===== src/rtl/wsi_pkg.sv =====
`timescale 1ns / 1ps
package wsi_pkg;

  localparam int SAMPLE_W       = 16;
  localparam int HIST_DEPTH     = 7;
  localparam int CNT_W          = 3;
  localparam int MIN_NEWEST     = 3;
  localparam int QUEUE_DEPTH    = 2;

  localparam longint unsigned Q30_ONE = 64'd1073741824;
  localparam longint unsigned PI_Q30  = 64'd3373259426;
  localparam longint unsigned PI_Q29  = 64'd1686629713;
  localparam longint          W_A0    = 64'sd450971566;
  localparam longint          W_A1    = 64'sd536870912;
  localparam longint          W_A2    = 64'sd85899346;

  typedef logic [HIST_DEPTH-1:0][SAMPLE_W-1:0] hist_t;

  typedef struct packed {
    hist_t            hist;
    logic [CNT_W-1:0] newest;
    logic             fin;
    logic             err;
  } job_t;

  typedef enum logic [1:0] {
    BK_IDLE,
    BK_RUN,
    BK_DRAIN,
    BK_EMIT
  } back_state_t;

  // shift-subtract division, used only while building the coefficient table
  function automatic longint unsigned udiv(longint unsigned num, longint unsigned den);
    longint unsigned rem;
    longint unsigned quo;
    rem = 0;
    quo = 0;
    for (int b = 63; b >= 0; b--) begin
      rem = {rem[62:0], num[b]};
      if (rem >= den) begin
        rem = rem - den;
        quo[b] = 1'b1;
      end
    end
    return quo;
  endfunction

  function automatic longint unsigned umod(longint unsigned num, longint unsigned den);
    longint unsigned rem;
    rem = 0;
    for (int b = 63; b >= 0; b--) begin
      rem = {rem[62:0], num[b]};
      if (rem >= den) rem = rem - den;
    end
    return rem;
  endfunction

  function automatic longint q30_mul(longint a, longint b);
    logic neg;
    longint unsigned ua;
    longint unsigned ub;
    longint unsigned r;
    neg = (a < 0) != (b < 0);
    ua  = (a < 0) ? longint'(-a) : longint'(a);
    ub  = (b < 0) ? longint'(-b) : longint'(b);
    r   = (ua * ub + (64'd1 << 29)) >> 30;
    return neg ? -longint'(r) : longint'(r);
  endfunction

  // cos(pi*num/den) in q30, folded taylor series
  function automatic longint cos_pi(longint unsigned num, longint unsigned den);
    logic neg;
    longint unsigned a;
    longint unsigned x;
    longint unsigned x2;
    longint unsigned term;
    longint sum;
    neg = 1'b0;
    a   = umod(num, 2 * den);
    if (a > den) a = 2 * den - a;
    if (2 * a == den) return 0;
    if (2 * a > den) begin
      a   = den - a;
      neg = 1'b1;
    end
    x    = udiv(PI_Q30 * a + (den >> 1), den);
    x2   = (x * x + (64'd1 << 29)) >> 30;
    term = Q30_ONE;
    sum  = longint'(Q30_ONE);
    for (int k = 1; k <= 14; k++) begin
      term = udiv((term * x2) >> 30, longint'((2 * k - 1) * (2 * k)));
      if ((k & 1) == 1) sum = sum - longint'(term);
      else sum = sum + longint'(term);
    end
    return neg ? -sum : sum;
  endfunction

  // one tap of the sinc * blackman filter, rounded to f fraction bits
  function automatic longint coeff_calc(int n, int l, int f);
    longint unsigned m;
    longint unsigned dd;
    longint unsigned sm;
    longint unsigned dv;
    longint unsigned q;
    longint unsigned mag;
    longint s;
    longint sinc;
    longint w;
    longint hw;
    int shift;
    m = (n >= 3 * l) ? longint'(n - 3 * l) : longint'(3 * l - n);
    if (m == 0) begin
      sinc = longint'(Q30_ONE);
    end else begin
      dd   = (2 * m > longint'(l)) ? 2 * m - longint'(l) : longint'(l) - 2 * m;
      s    = cos_pi(dd, longint'(2 * l));
      sm   = (s < 0) ? longint'(-s) : longint'(s);
      dv   = PI_Q29 * m;
      q    = udiv(((sm * longint'(l)) << 29) + (dv >> 1), dv);
      sinc = (s < 0) ? -longint'(q) : longint'(q);
    end
    w  = W_A0 - q30_mul(W_A1, cos_pi(longint'(n), longint'(3 * l)))
       + q30_mul(W_A2, cos_pi(longint'(2 * n), longint'(3 * l)));
    hw = q30_mul(sinc, w);
    mag   = (hw < 0) ? longint'(-hw) : longint'(hw);
    shift = 30 - f;
    mag   = (mag + (64'd1 << (shift - 1))) >> shift;
    return (hw < 0) ? -longint'(mag) : longint'(mag);
  endfunction

endpackage


===== src/rtl/wsi_front.sv =====
`timescale 1ns / 1ps
module wsi_front import wsi_pkg::*; (
  input  logic                       clk,
  input  logic                       rst,
  input  logic                       in_valid,
  output logic                       in_ready,
  input  logic signed [SAMPLE_W-1:0] sample,
  input  logic                       last_sample,
  input  logic                       q_full,
  output logic                       push,
  output job_t                       push_job
);

  hist_t            hist;
  hist_t            hist_next;
  logic [CNT_W-1:0] seen;
  logic [CNT_W-1:0] seen_next;
  logic [CNT_W-1:0] newest;
  logic             accept;
  logic             short_seq;

  always_comb begin
    hist_next = {hist[HIST_DEPTH-2:0], sample};
    seen_next = (seen == CNT_W'(HIST_DEPTH)) ? seen : seen + 1'b1;
    newest    = seen_next - 1'b1;
    short_seq = newest < CNT_W'(MIN_NEWEST);
    in_ready  = !q_full;
    accept    = in_valid && in_ready;
    push      = accept && (last_sample || !short_seq);
    push_job.hist   = hist_next;
    push_job.newest = newest;
    push_job.fin    = last_sample;
    push_job.err    = last_sample && short_seq;
  end

  // history is payload, never cleared
  always_ff @(posedge clk) begin
    if (accept) hist <= hist_next;
  end

  always_ff @(posedge clk) begin
    if (rst) begin
      seen <= '0;
    end else if (accept) begin
      seen <= last_sample ? '0 : seen_next;
    end
  end

endmodule


===== src/rtl/wsi_queue.sv =====
`timescale 1ns / 1ps
module wsi_queue import wsi_pkg::*; (
  input  logic clk,
  input  logic rst,
  input  logic push,
  input  job_t push_job,
  output logic full,
  output logic pop_valid,
  input  logic pop,
  output job_t pop_job
);

  localparam int PTR_W = $clog2(QUEUE_DEPTH);

  job_t             slots [QUEUE_DEPTH];
  logic [PTR_W-1:0] wr_ptr;
  logic [PTR_W-1:0] rd_ptr;
  logic [PTR_W:0]   count;

  assign full      = count == (PTR_W + 1)'(QUEUE_DEPTH);
  assign pop_valid = count != '0;
  assign pop_job   = slots[rd_ptr];

  always_ff @(posedge clk) begin
    if (push) slots[wr_ptr] <= push_job;
  end

  always_ff @(posedge clk) begin
    if (rst) begin
      wr_ptr <= '0;
      rd_ptr <= '0;
      count  <= '0;
    end else begin
      if (push) wr_ptr <= wr_ptr + 1'b1;
      if (pop) rd_ptr <= rd_ptr + 1'b1;
      count <= count + (PTR_W + 1)'(push) - (PTR_W + 1)'(pop);
    end
  end

endmodule


===== src/rtl/wsi_back.sv =====
`timescale 1ns / 1ps
module wsi_back import wsi_pkg::*; #(
  parameter int UPSAMPLE_FACTOR = 4,
  parameter int COEFF_FRAC_BITS = 15
) (
  input  logic                       clk,
  input  logic                       rst,
  input  logic                       job_valid,
  input  job_t                       job_in,
  output logic                       job_pop,
  output logic                       out_valid,
  input  logic                       out_ready,
  output logic signed [SAMPLE_W-1:0] value,
  output logic                       last_output,
  output logic                       saturated,
  output logic                       too_short
);

  localparam int L      = UPSAMPLE_FACTOR;
  localparam int NTAPS  = 6 * L + 1;
  localparam int TAP_W  = $clog2(NTAPS);
  localparam int CW     = COEFF_FRAC_BITS + 2;
  localparam int SW     = CW + 2;
  localparam int IW     = $clog2(20 * L) + 2;
  localparam int PW     = $clog2(6 * L + 1);
  localparam int PROD_W = SAMPLE_W + SW;
  localparam int AW     = COEFF_FRAC_BITS + 23;

  localparam logic signed [IW-1:0] L_S      = IW'(L);
  localparam logic signed [IW-1:0] CENTER_S = IW'(3 * L);
  localparam logic signed [IW-1:0] LAST_TAP = IW'(6 * L);
  localparam logic signed [AW-1:0] RND_HALF = AW'(1) << (COEFF_FRAC_BITS - 1);
  localparam logic signed [AW-1:0] MAX_V    = AW'(32767);
  localparam logic signed [AW-1:0] MIN_V    = -MAX_V - AW'(1);

  logic signed [CW-1:0] coef_tab [NTAPS];

  for (genvar gt = 0; gt < NTAPS; gt++) begin : g_coef
    localparam longint CV = coeff_calc(gt, L, COEFF_FRAC_BITS);
    assign coef_tab[gt] = CW'(CV);
  end

  back_state_t          state;
  back_state_t          state_next;
  logic                 issue;
  logic                 emit;
  logic [CNT_W-1:0]     d;
  logic                 drain;
  logic [PW-1:0]        pos;
  logic [PW-1:0]        hi;
  logic [PW-1:0]        lo_v;
  logic [PW-1:0]        hi_v;
  hist_t                job_hist;
  logic [CNT_W-1:0]     job_k;
  logic                 job_fin;
  logic                 job_err;
  logic signed [IW-1:0] end_pos;
  logic                 at_hi;

  // coefficient gather
  logic signed [IW-1:0] s_cnt;
  logic signed [IW-1:0] s_pl;
  logic signed [IW-1:0] i_s;
  logic signed [IW-1:0] t0;
  logic signed [IW-1:0] t1;
  logic signed [IW-1:0] t2;
  logic signed [SW-1:0] c0;
  logic signed [SW-1:0] cm;
  logic signed [SW-1:0] ce;
  logic signed [SW-1:0] csum;
  logic                 in_hist;

  // mac pipeline
  logic                       v1;
  logic signed [SW-1:0]       c1;
  logic signed [SAMPLE_W-1:0] s1;
  logic                       v2;
  logic signed [PROD_W-1:0]   p2;
  logic signed [AW-1:0]       acc;
  logic signed [AW-1:0]       rnd_sum;
  logic signed [AW-1:0]       qv;

  always_comb begin
    lo_v = (job_in.newest >= CNT_W'(4)) ? PW'((int'(job_in.newest) - 4) * L + 1) : '0;
    hi_v = job_in.fin ? PW'(int'(job_in.newest) * L) : PW'((int'(job_in.newest) - 3) * L);
    at_hi = pos == hi;
  end

  always_comb begin
    in_hist = d <= job_k;
    s_cnt   = IW'(job_k) - IW'(d);
    s_pl    = s_cnt * L_S;
    i_s     = IW'(pos);
    t0      = s_pl - i_s + CENTER_S;
    t1      = -s_pl - i_s + CENTER_S;
    t2      = end_pos - s_pl - i_s + CENTER_S;
    c0 = '0;
    cm = '0;
    ce = '0;
    if (in_hist && t0 >= 0 && t0 <= LAST_TAP) c0 = SW'(coef_tab[t0[TAP_W-1:0]]);
    if (in_hist && s_pl > 0 && t1 >= 0 && t1 <= LAST_TAP) cm = SW'(coef_tab[t1[TAP_W-1:0]]);
    if (in_hist && job_fin && t2 >= 0 && t2 <= LAST_TAP) ce = SW'(coef_tab[t2[TAP_W-1:0]]);
    csum = c0 + cm + ce;
  end

  always_comb begin
    state_next = state;
    job_pop    = 1'b0;
    issue      = 1'b0;
    emit       = 1'b0;
    case (state)
      BK_IDLE: begin
        if (job_valid) begin
          job_pop    = 1'b1;
          state_next = job_in.err ? BK_EMIT : BK_RUN;
        end
      end
      BK_RUN: begin
        issue = 1'b1;
        if (d == CNT_W'(HIST_DEPTH - 1)) state_next = BK_DRAIN;
      end
      BK_DRAIN: begin
        if (drain) state_next = BK_EMIT;
      end
      BK_EMIT: begin
        if (!out_valid || out_ready) begin
          emit       = 1'b1;
          state_next = (job_err || at_hi) ? BK_IDLE : BK_RUN;
        end
      end
      default: state_next = BK_IDLE;
    endcase
  end

  always_ff @(posedge clk) begin
    if (rst) begin
      state     <= BK_IDLE;
      d         <= '0;
      drain     <= 1'b0;
      v1        <= 1'b0;
      v2        <= 1'b0;
      out_valid <= 1'b0;
    end else begin
      state <= state_next;
      if (job_pop || emit) d <= '0;
      else if (issue) d <= d + 1'b1;
      drain <= (state == BK_DRAIN) ? !drain : 1'b0;
      v1    <= issue;
      v2    <= v1;
      if (emit) out_valid <= 1'b1;
      else if (out_ready) out_valid <= 1'b0;
    end
  end

  always_ff @(posedge clk) begin
    if (job_pop) begin
      job_hist <= job_in.hist;
      job_k    <= job_in.newest;
      job_fin  <= job_in.fin;
      job_err  <= job_in.err;
      pos      <= lo_v;
      hi       <= hi_v;
      end_pos  <= IW'((2 * int'(job_in.newest) + 1) * L);
    end else if (emit && !at_hi) begin
      pos <= pos + 1'b1;
    end
    c1 <= csum;
    s1 <= in_hist ? job_hist[d[CNT_W-1:0]] : '0;
    p2 <= s1 * c1;
    if (job_pop || emit) acc <= '0;
    else if (v2) acc <= acc + {{(AW - PROD_W){p2[PROD_W-1]}}, p2};
  end

  always_comb begin
    rnd_sum = acc + RND_HALF;
    qv      = rnd_sum >>> COEFF_FRAC_BITS;
  end

  always_ff @(posedge clk) begin
    if (emit) begin
      if (job_err) begin
        value       <= '0;
        last_output <= 1'b1;
        saturated   <= 1'b0;
        too_short   <= 1'b1;
      end else begin
        if (qv > MAX_V) value <= MAX_V[SAMPLE_W-1:0];
        else if (qv < MIN_V) value <= MIN_V[SAMPLE_W-1:0];
        else value <= qv[SAMPLE_W-1:0];
        saturated   <= (qv > MAX_V) || (qv < MIN_V);
        last_output <= job_fin && at_hi;
        too_short   <= 1'b0;
      end
    end
  end

endmodule


===== src/rtl/windowed_sinc_interpolator_top.sv =====
`timescale 1ns / 1ps
// path: an accepted item goes through the queue, then the back runs one mac per history tap,
//   drains the pipeline and rounds the result; every mac uses the single shared multiplier,
//   and the back takes no new job until the last output of the current one is emitted
// reset: rst is synchronous, active high; clears sample count, queue and sequencer,
//   sample history is left undefined until written
module windowed_sinc_interpolator_top import wsi_pkg::*; #(
  parameter int UPSAMPLE_FACTOR = 4,
  parameter int COEFF_FRAC_BITS = 15
) (
  input  logic                       clk,
  input  logic                       rst,
  input  logic                       in_valid,
  output logic                       in_ready,
  input  logic signed [SAMPLE_W-1:0] sample,
  input  logic                       last_sample,
  output logic                       out_valid,
  input  logic                       out_ready,
  output logic signed [SAMPLE_W-1:0] value,
  output logic                       last_output,
  output logic                       saturated,
  output logic                       too_short
);

  // front to queue
  logic push;
  job_t push_job;
  logic q_full;

  // queue to back
  logic job_valid;
  logic job_pop;
  job_t job;

  // front keeps the seven newest samples and decides what each item releases
  wsi_front u_front (
    .clk         (clk),
    .rst         (rst),
    .in_valid    (in_valid),
    .in_ready    (in_ready),
    .sample      (sample),
    .last_sample (last_sample),
    .q_full      (q_full),
    .push        (push),
    .push_job    (push_job)
  );

  // short job queue with a snapshot of the history, lets both sides stall apart
  wsi_queue u_queue (
    .clk       (clk),
    .rst       (rst),
    .push      (push),
    .push_job  (push_job),
    .full      (q_full),
    .pop_valid (job_valid),
    .pop       (job_pop),
    .pop_job   (job)
  );

  // back walks the released positions, one mac per history tap, into the output register
  wsi_back #(
    .UPSAMPLE_FACTOR (UPSAMPLE_FACTOR),
    .COEFF_FRAC_BITS (COEFF_FRAC_BITS)
  ) u_back (
    .clk         (clk),
    .rst         (rst),
    .job_valid   (job_valid),
    .job_in      (job),
    .job_pop     (job_pop),
    .out_valid   (out_valid),
    .out_ready   (out_ready),
    .value       (value),
    .last_output (last_output),
    .saturated   (saturated),
    .too_short   (too_short)
  );

  // queue is never written when full
  a_no_overflow: assert property (@(posedge clk) disable iff (rst) push |-> !q_full)
    else $error("job queue overflow");

  // error result is a bare marker
  a_short_result: assert property (@(posedge clk) disable iff (rst)
    out_valid && too_short |-> last_output && value == '0 && !saturated)
    else $error("malformed short sequence result");

  // a clipped result sits at a rail
  a_sat_rail: assert property (@(posedge clk) disable iff (rst)
    out_valid && saturated |-> (value == 16'sh7fff || value == 16'sh8000))
    else $error("saturated flag without clipped value");

endmodule

===== config.mk =====
export PLATFORM = sky130hd
export DESIGN_NAME = windowed_sinc_interpolator_top
export DESIGN_NICKNAME = d
export VERILOG_FILES = /design/src/rtl/wsi_pkg.sv /design/src/rtl/wsi_front.sv /design/src/rtl/wsi_queue.sv /design/src/rtl/wsi_back.sv /design/src/rtl/windowed_sinc_interpolator_top.sv
export SDC_FILE = /design/constraint.sdc
export NUM_CORES = 2
export LEC_CHECK = 0
export BUFFER_PORTS_ARGS = -buffer_cell sky130_fd_sc_hd__buf_2
export CORE_ASPECT_RATIO = 1.25
export CORE_UTILIZATION = 40
export DETAILED_ROUTE_END_ITERATION = 8
export RECOVER_POWER = 25
export SETUP_SLACK_MARGIN = 0.5
export SYNTH_ARGS = -nofsm -noshare
export SYNTH_HDL_FRONTEND = slang
export SYNTH_SLANG_ARGS = --single-unit

===== constraint.sdc =====
create_clock -name clk -period 12.6 [get_ports clk]
set_input_delay 0 -clock clk [delete_from_list [all_inputs] [get_ports clk]]
set_output_delay 0 -clock clk [all_outputs]
set_load 0.005 [all_outputs]

==> impl_metrics.csv <==
group,metric,value,unit
clock_network,clk_latency,0.65,ns
sta,hold_viol_final,0,
min_path,hp-class,"primary input to register",
grt,grt_max_degree,76,
place,dp.cells,4335,
clock_network,clockBufferDepth,3,
outcome,status,"finished, final reports clean",
synth,netlist_top_cells_count,"474 x edfxtp_1, 427 x inv_1, 328 x fa_1",
detailed_routing,wirelength,77.68,mm
final_layout,syn_to_final_growth,10.04,%
floorplan,placementRows,125,
final_layout,fin_cells,4471,
grt,grt_pass1_wl,125.2,mm
clock_network,cts.clk_slew.worst_paths,0.06,ns
synth,yosys_warnings,0,
final_layout,drive_above_1_share,10.78,%
clock_network,cts_buffers,61,
synth,synth_area_leaders,"edfxtp_1 38%, fa_1 17%, dfxtp_1 6.7%",
grt,grt_use_total,16.51,%
sta,setup_viol,0,
sta,worst_slew_pin_slew,1.374,ns
floorplan,design.core.area,0.09306,mm^2
synth,yosysTopAreaCell,"edfxtp_1",
sta,max_clock_freq,0.1277,GHz
final_layout,final_util,44.49,%
detailed_routing,via_count,22960,
synth,synthesis.nets,3718,
clock_network,cts_setup_buffers,0,
critical_path,cp_max_fo,37,
synth,synthCells,3177,
critical_path,worstSetupStartpointType,"register",
synth,async_flop_share,0,%
final_layout,layout.nets,3753,
critical_path,cp.required,13.13,ns
critical_path,end_kind,"register",
detailed_routing,viasPerCell,5.136,
floorplan,dieHeight,344.9,um
place,place.gp.congestion,0.8514,
synth,synth.distinct_cells,90,
synth,synth-seq-cells,599,
clock_network,root_buffer,"clkbuf_16",
clock_network,hold_buffers,20,
synth,netlist_area,0.03763,mm^2
place,place_hpwl,53.90,mm
sta,fin_skew,0.03981,ns
detailed_routing,wl_per_cell,17.37,um
job,cap_violations,0,
synth,ys.flop_type,"edfxtp_1",
place,numPortBuffers,41,
final_layout,antenna_cells,0,
floorplan,initial_utilization,40.44,%
critical_path,cpMaxStageDelayCell,"a2111oi_2",
floorplan,io_pins,42,
sta,min_period,7.830,ns
clock_network,cts_tree,"built",
detailed_routing,final_antenna_net_count,0,
sta,min_period_over_period,62.14,%
floorplan,dieWidth,276.3,um
synth,syn_avg_cell_area,11.84,um^2
clock_network,cts.repair.resized,0,
detailed_routing,drtIter0Drc,1338,
clock_network,htree_levels,2,
synth,synth_edf_count,474,
detailed_routing,drt-pass1-iter-count,6,
critical_path,critPathKind,"register to register",
sta,slew_headroom,8.079,%
critical_path,cp_common_cell,"inv_1",
sta,fin_hold_ws,0.1053,ns
sta,grt_setup_unrepaired,"no",
floorplan,die_area,0.09531,mm^2
synth,yosysSeqAreaShare,44.48,%
synth,netlist.area_leader.share,37.83,%
grt,grt_pass1_vias,23350,
clock_network,clock-sinks,599,
critical_path,cp.arrival,8.36,ns
sta,slew_viol_final,0,
synth,post-synth-top-count-cell,"edfxtp_1",
sta,final.setup.tns,0,ns
critical_path,max_stage_delay,0.72,ns
grt,overflow,0,
grt,antenna_found_initial,1,
detailed_routing,post-route-drc-count,0,
==> logic make-up after synthesis <==
logic type                 count (synthesis)  share of synthesized area, %
muxes                                    178                         5.703
adders and majority gates                520                         23.83
and+or+nand+nor                          777                         10.10
xor gates and xnor gates                 121                         2.873
DFF                                      599                         44.48
buffers and inverters                    551                         5.573
AOI/OAI and AO/OA                        431                         7.438
==> placed cells by master (no fill, tap or decap), types with 12 or more instances in the layout <==
cell type / count
clkinv_2: 13
and3_1: 13
ha_1: 192
xor2_1: 40
o21ai_0: 94
o22ai_1: 12
xnor2_1: 79
nor2b_1: 31
fa_1: 328
nand3_1: 39
inv_1: 425
buf_4: 31
a221oi_1: 19
and2_1: 117
a31oi_1: 17
a211oi_1: 26
edfxtp_1: 474
dlygate4sd3_1: 20
clkbuf_1: 30
nand2b_1: 35
mux2_2: 131
clkbuf_16: 62
nor3_1: 56
o211ai_1: 16
mux4_2: 16
buf_2: 24
o21a_1: 16
a21o_1: 29
nand2_1: 286
mux2i_1: 31
a21oi_1: 118
dfxtp_1: 123
nor2_1: 134
==> registers in the layout (all words and copies together) (netlist names), 16 cells and up, named ones only <==
| signal | count |
|---|---|
| u_queue.slots | 234 |
| u_back.job_hist | 112 |
| u_front.push_job | 96 |
| u_back.acc | 38 |
| u_back.p2 | 35 |
| u_back.c1 | 19 |
| u_back.s1 | 16 |
| u_back.value | 16 |
==> layout make-up <==
type	count	area, um^2
multi-input cells	2027	18820
clock buffers	82	1697
flip-flops and latches	599	16740
fillers	8533	51650
repair buffers	92	616.8
inverters	431	1623
well taps	1206	1509
clock inverters	34	401.6
==> metrics by stage <==
| step | setup slack, ns | area [um^2] |
|---|---|---|
| floorplan | 3.783 | 37630 |
| global route | 4.131 | 41400 |
| global placement | 5.061 | 39130 |
| finish | 4.770 | 41400 |
| detailed placement | 4.798 | 39130 |
| CTS | 4.801 | 41430 |
==> routing by layer <==
metal / up-vias / track usage (%) / routed length (um)
met3: 128 / 1.993 / 2865
met1: 11550 / 20.65 / 33050
met5: - / 0 / 10
met2: 426 / 29.52 / 39320
met4: 2 / 5.691 / 2426
li1: 10860 / - / -
==> critical path: cells and delay by family, from the launching register on <==
family,cells,cell delay [ns]
compound gates,12,3.20
fa+ha+maj,7,2.43
simple gates,4,0.66
flops,1,0.31
buf+inv,7,1.11
==> path summary, 6_finish.rpt <==
check | from | end | slack, ns | cells past startpoint
max | u_back.d[1]$_SDFFE_PP0P_ | u_back.c1[17]$_DFF_P_ | 4.77 | 30
min | sample[12] | u_front.push_job[33]$_DFFE_PP_ | 0.11 | 2
max reg2reg | u_back.d[1]$_SDFFE_PP0P_ | u_back.c1[17]$_DFF_P_ | 4.77 | 30
min reg2reg | u_back.drain$_SDFF_PP0_ | u_back.drain$_SDFF_PP0_ | 0.41 | 1
Power is left out: the tool's default activity adds up to more than one toggle a clock period on the data nets, which glitch-free logic cannot reach.
